[src/design/multiturn_angle_tracker_top_macros.svh]
// Assertion shorthands for the angle tracker.
`ifndef MULTITURN_ANGLE_TRACKER_TOP_MACROS_SVH
`define MULTITURN_ANGLE_TRACKER_TOP_MACROS_SVH

`ifndef SYNTHESIS

`define MAT_ASSERT_IMPL(label, pre, post) \
    label: assert property (@(posedge clk) disable iff (!rst_n) (pre) |-> (post)) \
        else $error("mat: same-cycle check failed");

`define MAT_ASSERT_NEXT(label, pre, post) \
    label: assert property (@(posedge clk) disable iff (!rst_n) (pre) |=> (post)) \
        else $error("mat: next-cycle check failed");

`else

`define MAT_ASSERT_IMPL(label, pre, post)

`define MAT_ASSERT_NEXT(label, pre, post)

`endif

`endif

[src/design/mat_pkg.sv]
package mat_pkg;

    localparam int AVG_SAMPLES_LOG2 = 6;

    localparam int RAW_W      = 14;
    localparam int FRAC_W     = 10;
    localparam int ANGLE_W    = FRAC_W + 1;
    localparam int TURN_W     = 6;
    localparam int POS_W      = TURN_W + FRAC_W;
    localparam int LEVEL_W    = 12;
    localparam int SUM_W      = LEVEL_W + AVG_SAMPLES_LOG2;
    localparam int CNT_W      = AVG_SAMPLES_LOG2;
    localparam int CODE_W     = 7;
    localparam int BYTE_W     = 8;
    localparam int PRES_W     = 8;
    localparam int CFG_W      = 12;
    localparam int CFG_IDX_W  = 2;
    localparam int OUT_W      = POS_W + LEVEL_W + 2 * CODE_W + PRES_W;
    localparam int OUT_DATA_W = ((OUT_W + 7) / 8) * 8;

    localparam logic [ANGLE_W-1:0] ANGLE_FULL       = ANGLE_W'(1024);
    localparam logic [ANGLE_W-1:0] LAST_ANGLE_RESET = ANGLE_W'(512);
    localparam logic [CNT_W-1:0]   CNT_LAST         = '1;
    localparam logic [PRES_W-1:0]  DETECT_VALUE     = PRES_W'(170);

    localparam logic [FRAC_W-1:0]  WRAP_HIGH_RESET  = FRAC_W'(800);
    localparam logic [FRAC_W-1:0]  WRAP_LOW_RESET   = FRAC_W'(300);
    localparam logic [LEVEL_W-1:0] THRESHOLD_RESET  = LEVEL_W'(3720);
    localparam logic [CODE_W-1:0]  OFFSET_RESET     = CODE_W'(19);

    typedef enum logic [1:0] {
        OP_ANGLE = 2'd0,
        OP_ADC   = 2'd1,
        OP_UART  = 2'd2,
        OP_NONE  = 2'd3
    } op_t;

    typedef enum logic [CFG_IDX_W-1:0] {
        CFG_WRAP_HIGH = 2'd0,
        CFG_WRAP_LOW  = 2'd1,
        CFG_THRESHOLD = 2'd2,
        CFG_OFFSET    = 2'd3
    } cfg_idx_t;

    typedef struct packed {
        logic [FRAC_W-1:0]  wrap_high;
        logic [FRAC_W-1:0]  wrap_low;
        logic [LEVEL_W-1:0] threshold;
        logic [CODE_W-1:0]  offset;
    } cfg_t;

    typedef struct packed {
        logic [ANGLE_W-1:0] last_angle;
        logic [ANGLE_W-1:0] current_angle;
        logic [TURN_W-1:0]  turn_count;
        logic [ANGLE_W-1:0] calibration;
        logic [POS_W-1:0]   position;
        logic [SUM_W-1:0]   sample_sum;
        logic [CNT_W-1:0]   sample_count;
        logic [LEVEL_W-1:0] average;
        logic [CODE_W-1:0]  low_code;
        logic [BYTE_W-1:0]  high_code;
        logic [CODE_W-1:0]  prior_code;
        logic [CODE_W-1:0]  confirmed_code;
        logic [CODE_W-1:0]  shown_tool;
        logic               present;
    } state_t;

endpackage

[src/design/mat_core.sv]
module mat_core
    import mat_pkg::*;
(
    input  state_t             st,
    input  cfg_t               cfg,
    input  op_t                op,
    input  logic [RAW_W-1:0]   data,
    output state_t             nxt
);

    logic [ANGLE_W-1:0] angle;
    logic               fwd_wrap;
    logic               bwd_wrap;
    logic [TURN_W-1:0]  turn_n;
    logic [ANGLE_W-1:0] cal_n;
    logic [SUM_W-1:0]   sum_n;
    logic [LEVEL_W-1:0] avg;
    logic [BYTE_W-1:0]  rx_byte;
    logic [CODE_W-1:0]  low_n;
    logic [BYTE_W-1:0]  high_n;

    assign angle    = ANGLE_FULL - {1'b0, data[RAW_W-1:RAW_W-FRAC_W]};
    assign fwd_wrap = (st.last_angle > {1'b0, cfg.wrap_high}) &&
                      (angle < {1'b0, cfg.wrap_low});
    assign bwd_wrap = (st.last_angle < {1'b0, cfg.wrap_low}) &&
                      (angle > {1'b0, cfg.wrap_high});

    assign sum_n   = st.sample_sum + SUM_W'(data[LEVEL_W-1:0]);
    assign avg     = sum_n[AVG_SAMPLES_LOG2 +: LEVEL_W];
    assign rx_byte = data[BYTE_W-1:0];

    always_comb
    begin
        turn_n = st.turn_count;
        cal_n  = st.calibration;
        priority if (fwd_wrap)
        begin
            turn_n = st.turn_count + TURN_W'(1);
        end
        else if (bwd_wrap)
        begin
            if (st.turn_count != '0)
                turn_n = st.turn_count - TURN_W'(1);
            else
                cal_n = angle;
        end
        else
        begin
            turn_n = st.turn_count;
        end
        // at turn zero the calibration tracks the minimum angle
        if (cal_n > angle && turn_n == '0)
            cal_n = angle;
    end

    always_comb
    begin
        low_n  = st.low_code;
        high_n = st.high_code;
        if (rx_byte[BYTE_W-1])
            high_n = rx_byte;
        else
            low_n = rx_byte[CODE_W-1:0];
    end

    always_comb
    begin
        nxt = st;
        unique case (op)
            OP_ANGLE:
            begin
                nxt.last_angle    = angle;
                nxt.current_angle = angle;
                nxt.turn_count    = turn_n;
                nxt.calibration   = cal_n;
                nxt.position      = ({turn_n, {FRAC_W{1'b0}}} | POS_W'(angle))
                                    - POS_W'(cal_n);
            end
            OP_ADC:
            begin
                if (st.sample_count == CNT_LAST)
                begin
                    nxt.sample_count = '0;
                    nxt.sample_sum   = '0;
                    nxt.average      = avg;
                    if (avg < cfg.threshold)
                    begin
                        // tool removed
                        nxt.calibration = st.current_angle;
                        nxt.position    = '0;
                        nxt.turn_count  = '0;
                        nxt.shown_tool  = '0;
                    end
                    else if (st.shown_tool == '0 && st.confirmed_code > cfg.offset)
                    begin
                        nxt.shown_tool = st.confirmed_code - cfg.offset;
                    end
                end
                else
                begin
                    nxt.sample_count = st.sample_count + CNT_W'(1);
                    nxt.sample_sum   = sum_n;
                end
            end
            OP_UART:
            begin
                nxt.low_code  = low_n;
                nxt.high_code = high_n;
                if ({1'b0, low_n} == ~high_n)
                begin
                    if (st.prior_code == low_n)
                    begin
                        nxt.confirmed_code = low_n;
                        nxt.present        = 1'b1;
                    end
                    nxt.prior_code = low_n;
                end
            end
            OP_NONE:
            begin
                nxt = st;
            end
        endcase
    end

endmodule

[src/design/multiturn_angle_tracker_top.sv]
// Multi-turn angle tracker with tool presence and tool code detection.
// Input stream: one beat per item; tuser carries the kind (angle sample,
// ADC sample or UART byte), tdata the raw value. Every input beat yields
// exactly one output beat carrying position, level average, confirmed tool
// code, displayed tool and presence count.
// Configuration: cfg_wr_en/cfg_index/cfg_data write the wrap thresholds,
// presence threshold and tool offset; write only while the block is idle.
// Pipeline: input register, then result register. Throughput: one beat
// per cycle while the receiver keeps tready high; the state update is a
// single pass of compare/add logic between the input and result registers.
// Stall: with the receiver holding tready low, one further beat is taken
// into the input register, after which s_axis_tready drops until the
// result register is drained.
// Reset: asynchronous, active low; clears all state but last_angle (set to
// its reset value), restores the register defaults and empties both stages.
`include "multiturn_angle_tracker_top_macros.svh"

module multiturn_angle_tracker_top
    import mat_pkg::*;
(
    input  logic                  clk,
    input  logic                  rst_n,

    input  logic                  s_axis_tvalid,
    output logic                  s_axis_tready,
    input  logic [15:0]           s_axis_tdata,   // [13:0] data, [15:14] zero
    input  logic [1:0]            s_axis_tuser,   // [1:0] op

    output logic                  m_axis_tvalid,
    input  logic                  m_axis_tready,
    // [15:0] position, [27:16] level_average, [34:28] instrument_code,
    // [41:35] displayed_instrument, [49:42] presence_count, [55:50] zero
    output logic [OUT_DATA_W-1:0] m_axis_tdata,

    input  logic                  cfg_wr_en,
    input  logic [CFG_IDX_W-1:0]  cfg_index,
    input  logic [CFG_W-1:0]      cfg_data
);

    logic                  s1_valid_reg;
    logic                  s1_valid_next;
    op_t                   s1_op_reg;
    logic [RAW_W-1:0]      s1_data_reg;

    state_t                state_reg;
    state_t                state_next;
    cfg_t                  cfg_reg;

    logic                  out_valid_reg;
    logic                  out_valid_next;
    logic [OUT_DATA_W-1:0] out_data_reg;
    logic [OUT_DATA_W-1:0] out_data_next;

    logic                  out_ready;
    logic                  s1_move;
    logic                  s_accept;

    assign out_ready     = !out_valid_reg || m_axis_tready;
    assign s1_move       = s1_valid_reg && out_ready;
    assign s_axis_tready = !s1_valid_reg || out_ready;
    assign s_accept      = s_axis_tvalid && s_axis_tready;

    assign s1_valid_next  = s_accept ? 1'b1 : (s1_move ? 1'b0 : s1_valid_reg);
    assign out_valid_next = s1_move ? 1'b1 : (m_axis_tready ? 1'b0 : out_valid_reg);

    mat_core u_core
    (
        .st   (state_reg),
        .cfg  (cfg_reg),
        .op   (s1_op_reg),
        .data (s1_data_reg),
        .nxt  (state_next)
    );

    assign out_data_next = {
        {(OUT_DATA_W - OUT_W){1'b0}},
        (state_next.present ? DETECT_VALUE : {PRES_W{1'b0}}),
        state_next.shown_tool,
        state_next.confirmed_code,
        state_next.average,
        state_next.position
    };

    always_ff @(posedge clk or negedge rst_n)
    begin
        if (!rst_n)
        begin
            s1_valid_reg  <= 1'b0;
            out_valid_reg <= 1'b0;
            s1_op_reg     <= OP_NONE;
        end
        else
        begin
            s1_valid_reg  <= s1_valid_next;
            out_valid_reg <= out_valid_next;
            if (s_accept)
                s1_op_reg <= op_t'(s_axis_tuser);
        end
    end

    always_ff @(posedge clk)
    begin
        if (s_accept)
            s1_data_reg <= s_axis_tdata[RAW_W-1:0];
        if (s1_move)
            out_data_reg <= out_data_next;
    end

    // last_angle is the top field of the state
    always_ff @(posedge clk or negedge rst_n)
    begin
        if (!rst_n)
        begin
            state_reg <= state_t'({LAST_ANGLE_RESET, {($bits(state_t) - ANGLE_W){1'b0}}});
        end
        else if (s1_move)
        begin
            state_reg <= state_next;
        end
    end

    always_ff @(posedge clk or negedge rst_n)
    begin
        if (!rst_n)
        begin
            cfg_reg.wrap_high <= WRAP_HIGH_RESET;
            cfg_reg.wrap_low  <= WRAP_LOW_RESET;
            cfg_reg.threshold <= THRESHOLD_RESET;
            cfg_reg.offset    <= OFFSET_RESET;
        end
        else if (cfg_wr_en)
        begin
            unique case (cfg_idx_t'(cfg_index))
                CFG_WRAP_HIGH: cfg_reg.wrap_high <= cfg_data[FRAC_W-1:0];
                CFG_WRAP_LOW:  cfg_reg.wrap_low  <= cfg_data[FRAC_W-1:0];
                CFG_THRESHOLD: cfg_reg.threshold <= cfg_data[LEVEL_W-1:0];
                CFG_OFFSET:    cfg_reg.offset    <= cfg_data[CODE_W-1:0];
            endcase
        end
    end

    assign m_axis_tvalid = out_valid_reg;
    assign m_axis_tdata  = out_data_reg;

    `MAT_ASSERT_IMPL(a_cal_below_angle,
        state_reg.turn_count == '0,
        state_reg.calibration <= state_reg.current_angle)
    `MAT_ASSERT_NEXT(a_block_restart,
        s1_move && s1_op_reg == OP_ADC && state_reg.sample_count == CNT_LAST,
        state_reg.sample_count == '0 && state_reg.sample_sum == '0)
    `MAT_ASSERT_NEXT(a_move_fills_out, s1_move, out_valid_reg)
    `MAT_ASSERT_NEXT(a_stall_holds_state, !out_ready, $stable(state_reg))

endmodule

[config.mk]
export PLATFORM = sky130hd
export DESIGN_NAME = multiturn_angle_tracker_top
export DESIGN_NICKNAME = d
export VERILOG_FILES = /design/src/design/mat_pkg.sv /design/src/design/mat_core.sv /design/src/design/multiturn_angle_tracker_top.sv
export VERILOG_INCLUDE_DIRS = /design/src /design/src/design
export SDC_FILE = /design/constraint.sdc
export NUM_CORES = 1
export LEC_CHECK = 0
export BUFFER_PORTS_ARGS = -buffer_cell sky130_fd_sc_hd__buf_2
export CORE_ASPECT_RATIO = 0.9
export CORE_MARGIN = 2
export CORE_UTILIZATION = 65
export DETAILED_ROUTE_END_ITERATION = 8
export GPL_ROUTABILITY_DRIVEN = 0
export PLACE_DENSITY = 0.85
export SLEW_MARGIN = 20
export SYNTH_ARGS = -nofsm -noshare
export SYNTH_HDL_FRONTEND = slang
export SYNTH_HIERARCHICAL = 1
export SYNTH_SLANG_ARGS = --single-unit
export TNS_END_PERCENT = 20
[constraint.sdc]
create_clock -name clk -period 20.2 [get_ports clk]
set_clock_uncertainty 0.1 [all_clocks]
set_input_delay 2.02 -clock clk [delete_from_list [all_inputs] [get_ports clk]]
set_output_delay 2.02 -clock clk [all_outputs]
set_load 0.02 [all_outputs]
==> run summary <==
The run gives 1 as the maximum level of the CTS H-tree. The TritonCTS buffer count came out at 25. The slew at the pin closest to its max-slew limit is 1.10 ns, and the clock-pin transition on the worst setup and hold timing paths is 0.06 ns. Once the floorplan was initialized, standard cells occupied 65.7% of the core. The period utilization is 54.3%.

In the synthesized netlist the async set-or-reset flop fraction comes to 75.0%. After global routing, the most crowded layer is met2. The met2 usage in global routing is 44.7%. TritonCTS built the clock tree. The run gives 1 as the number of antenna violations at the first check in global routing.

Setup repair after global routing left no endpoint under its margin. Of the total power, the share spent switching nets is 38.4%. The tools report the setup fix buffers added after clock tree synthesis as 0. The final-report hold violation count is 0. The first global-routing pass estimated 53,500 um of wire.

The final HPWL from detailed placement came out at 22,600 um. Remaining number of nets flagged by the antenna check after routing: 0. The via count of the first global-routing pass was 10.5k. The logs give 3 for the worst-case clock buffer depth and 1,496 for the number of nets at the end of the flow.

The post-synthesis instance total was 1,294. The total power density per cell area is 133 mW/mm2. Cell with the largest stage delay on the worst path: a2111oi_4. Setup total negative slack on the finished layout was measured at 0 ns. The sequential area share after synthesis was 41.0%. The number of fill cells in the layout was 1,553. The worst setup path is of the reg -> reg kind.

The pre-antenna-repair detailed-routing pass consisted of 5 iterations. Based on the critical path, the design can be clocked at up to 0.0911 GHz. Once the clock tree was built, the resizer swapped 0 gates to a different size. The final period demand of the worst path came out at 10.98 ns. During I/O placement, the number of pins put on the boundary was 95. Using the TritonRoute via totals, the vias-per-cell ratio works out to 6.25. The number of flops mapped to enable cells by yosys was 57. Class of the tightest hold or removal check: reg -> reg. The register with the most flip-flops in the layout has 128 of them.

The pin count of the biggest net entering global routing was 105. The floorplan step set the die width to 162 um. The switching component of the power is 0.810 mW, and the area of the core region is 0.0223 mm2.

The detailed router placed 10.5k vias in this run. The mean cell area of the mapped netlist is 11.3 um2, and the post-synthesis instance area is 0.0147 mm2. STA puts the critical path data required time at 20.51 ns. Average wire length per cell after detail routing: 19.7 um. The floorplan step set the die height to 146 um. The total number of clock tree sinks is 228. The logs give 33,000 um for the total wire length after detailed routing and 0 for the number of max-cap violations. Most common cell type on the critical path: ha_1. In the global route stage, met1 resource usage came out at 39.6%. Fraction of layout cells with a size suffix above 1: 28.7%. The remaining max-slew budget at the tightest pin was 26.9%; the maximum fanout along the worst path was 11. The logs give 80 for the number of distinct standard cells referenced by the synthesized netlist and 0 for the total overflow reported by the global router.

The worst-case IR drop observed on VDD is 0.0749 mV. Combinational cells account for 45.9% of the total power. In this run the core area contains 52 standard-cell rows. The total of warnings raised by yosys is 6. The repair_antennas step left the layout with diodes totalling 0. The die covers 0.0238 mm2. The tools report the critical path launch point type as a flop.

Buffers inserted to repair hold after CTS numbered 0. Across the whole layout, storage elements account for 0.00601 mm2. In this run the tool buffered the top-level ports with 82 buffer cells. For the worst setup path, the data arrival time is 11.28 ns. Synthesis inferred 228 register bits. The tools report the hold slack as 0.384 ns. Internal power comes to 1.30 mW. The clock latency at the later pin of the worst-skew pair came out at 0.52 ns. The detailed router finished its first iteration with 1,073 violations. Global routing used 4.86% of the available met3 tracks.

In this run the clock root is driven by a clkbuf_16. The tools report the utilization after layout as 71.0%. The worst setup path is captured at a flop. The analysis attributes to cell leakage a power of 7.46 nW. After detailed routing, the number of remaining DRC violations is 0. The flow ran to the end, and the final reports show no timing, DRC or antenna violations. The most used flip-flop cell after synthesis is dfrtp_1.

The area overhead of the layout relative to synthesis was 8.16%; the area occupied by multi-input gates was 0.00793 mm2. For this run, the total global-route usage over all layers was measured as 28.0%. On the worst path, the slowest cell contributes a delay of 0.97 ns. The total count of max-transition violations in the final report is 0, and the total setup violations reported at the end of the flow is 0. Per report_power, the clock group accounts for 20.8% of the total. For the proportion of power drawn by flip-flops and latches, the log shows 33.3%.
[worst max-delay path: cells and delay by family (launching register included)]
kind | cells | cell delay [ns]
AOI/OAI and AO/OA | 16 | 4.49
xor gates and xnor gates | 2 | 0.92
adders and majority gates | 4 | 1.26
buffers and inverters | 1 | 0.43
DFF | 1 | 0.63
muxes | 3 | 0.95
and+or+nand+nor | 8 | 2.07
[per-stage QoR]
stage                     setup WS, ns  total power [mW]  instance area [um2]  instances
after floorplan                  11.70              1.44                14700       1303
after global routing              8.93              2.23                15900       1674
after CTS                         9.47              2.09                15900       1674
after global placement            9.82              1.59                15100       1629
after detailed placement          9.61              1.64                15100       1629
final                             9.22              2.11                15900       1674
[cell families (layout without fill, tap and decap cells)]
group	Yosys count	in the layout	synth area share, %
DFF	228	228	41.0
muxes	220	220	19.7
xor gates and xnor gates	53	53	3.17
buffers and inverters	133	207	5.30
other	1	10	0.0256
AOI/OAI and AO/OA	240	240	11.1
and+or+nand+nor	319	319	11.0
adders and majority gates	100	100	8.69
[power by group through the flow]
stage | Clock, mW | Combinational [mW] | Sequential, mW
detailed placement | 0 | 0.938 | 0.705
floorplan | 0 | 0.746 | 0.693
CTS | 0.444 | 0.951 | 0.699
global placement | 0 | 0.892 | 0.697
finish | 0.439 | 0.968 | 0.701
global route | 0.462 | 1.05 | 0.717
[Yosys cell counts, drive strengths merged (4+ instances only)]
master / n / area (um2)
nor4: 7 / 73.8
or3: 6 / 37.5
nand4: 15 / 93.8
mux2: 203 / 2660
a41o: 4 / 40.0
o21a: 9 / 67.6
a311oi: 4 / 35.0
a22o: 16 / 140
a2111oi: 4 / 35.0
o21ai: 63 / 315
and2: 10 / 65.1
nand2b: 10 / 62.6
a31oi: 12 / 75.1
nand3: 21 / 123
dfrtp: 153 / 3830
xnor2: 34 / 298
clkbuf: 25 / 93.8
a21o: 19 / 143
a211o: 4 / 35.0
xor2: 19 / 166
buf: 38 / 420
edfxtp: 57 / 1710
mux2i: 17 / 220
o31ai: 16 / 150
a211oi: 9 / 67.6
nor2b: 11 / 68.8
nor3: 20 / 136
o211ai: 4 / 35.0
inv: 70 / 263
nor2: 48 / 180
ha: 97 / 1210
and3: 10 / 62.6
a21oi: 51 / 278
dfstp: 18 / 473
or2: 13 / 81.3
nand3b: 4 / 30.0
nand2: 134 / 510
a22oi: 9 / 67.6
[final cells by class]
cell class | count | share of cell area (%)
flip-flops and latches | 228 | 37.9
well taps | 297 | 2.34
clock inverters | 8 | 0.300
repair buffers | 92 | 3.10
clock buffers | 37 | 4.67
inverters | 70 | 1.66
multi-input cells | 942 | 50.0
[per-layer routing]
metal  vias up  share of wire, %  wire length [um]
li1       4788                 -                 -
met1      5203                43             14300
met2       408                47             15300
met3        66               7.8              2570
met4         2               2.2               737
met5         -             0.055                18
[worst paths after layout]
| check | to | slack, ns | depth (start not counted) | startpoint |
|---|---|---|---|---|
| worst max-delay path | state_reg[85]$_DFFE_PN0P_ | 9.22 | 34 | s1_data_reg[4]$_DFFE_PP_ |
| min in group asynchronous | state_reg[2]$_DFFE_PN0P_ | 1.48 | 1 | rst_n |
| worst min-delay path | m_axis_tvalid$_DFFE_PN0P_ | 0.38 | 1 | s1_valid_reg$_DFFE_PN0P_ |
| worst min register to register | m_axis_tvalid$_DFFE_PN0P_ | 0.38 | 1 | s1_valid_reg$_DFFE_PN0P_ |
| max in group asynchronous | state_reg[86]$_DFFE_PN0P_ | 16.97 | 2 | rst_n |
| worst max register to register | state_reg[85]$_DFFE_PN0P_ | 9.22 | 34 | s1_data_reg[4]$_DFFE_PP_ |
[cells in the final DEF (no fill, tap or decap), types with 25 or more instances in the layout]
master / count
ha_1: 97
inv_1: 69
nand2_1: 133
clkbuf_16: 25
dfrtp_1: 153
a21oi_1: 45
o21ai_0: 62
edfxtp_1: 57
mux2_4: 100
nor2_1: 48
mux2_2: 103
xnor2_1: 34
buf_2: 81
(Power assumes the default switching activity.)
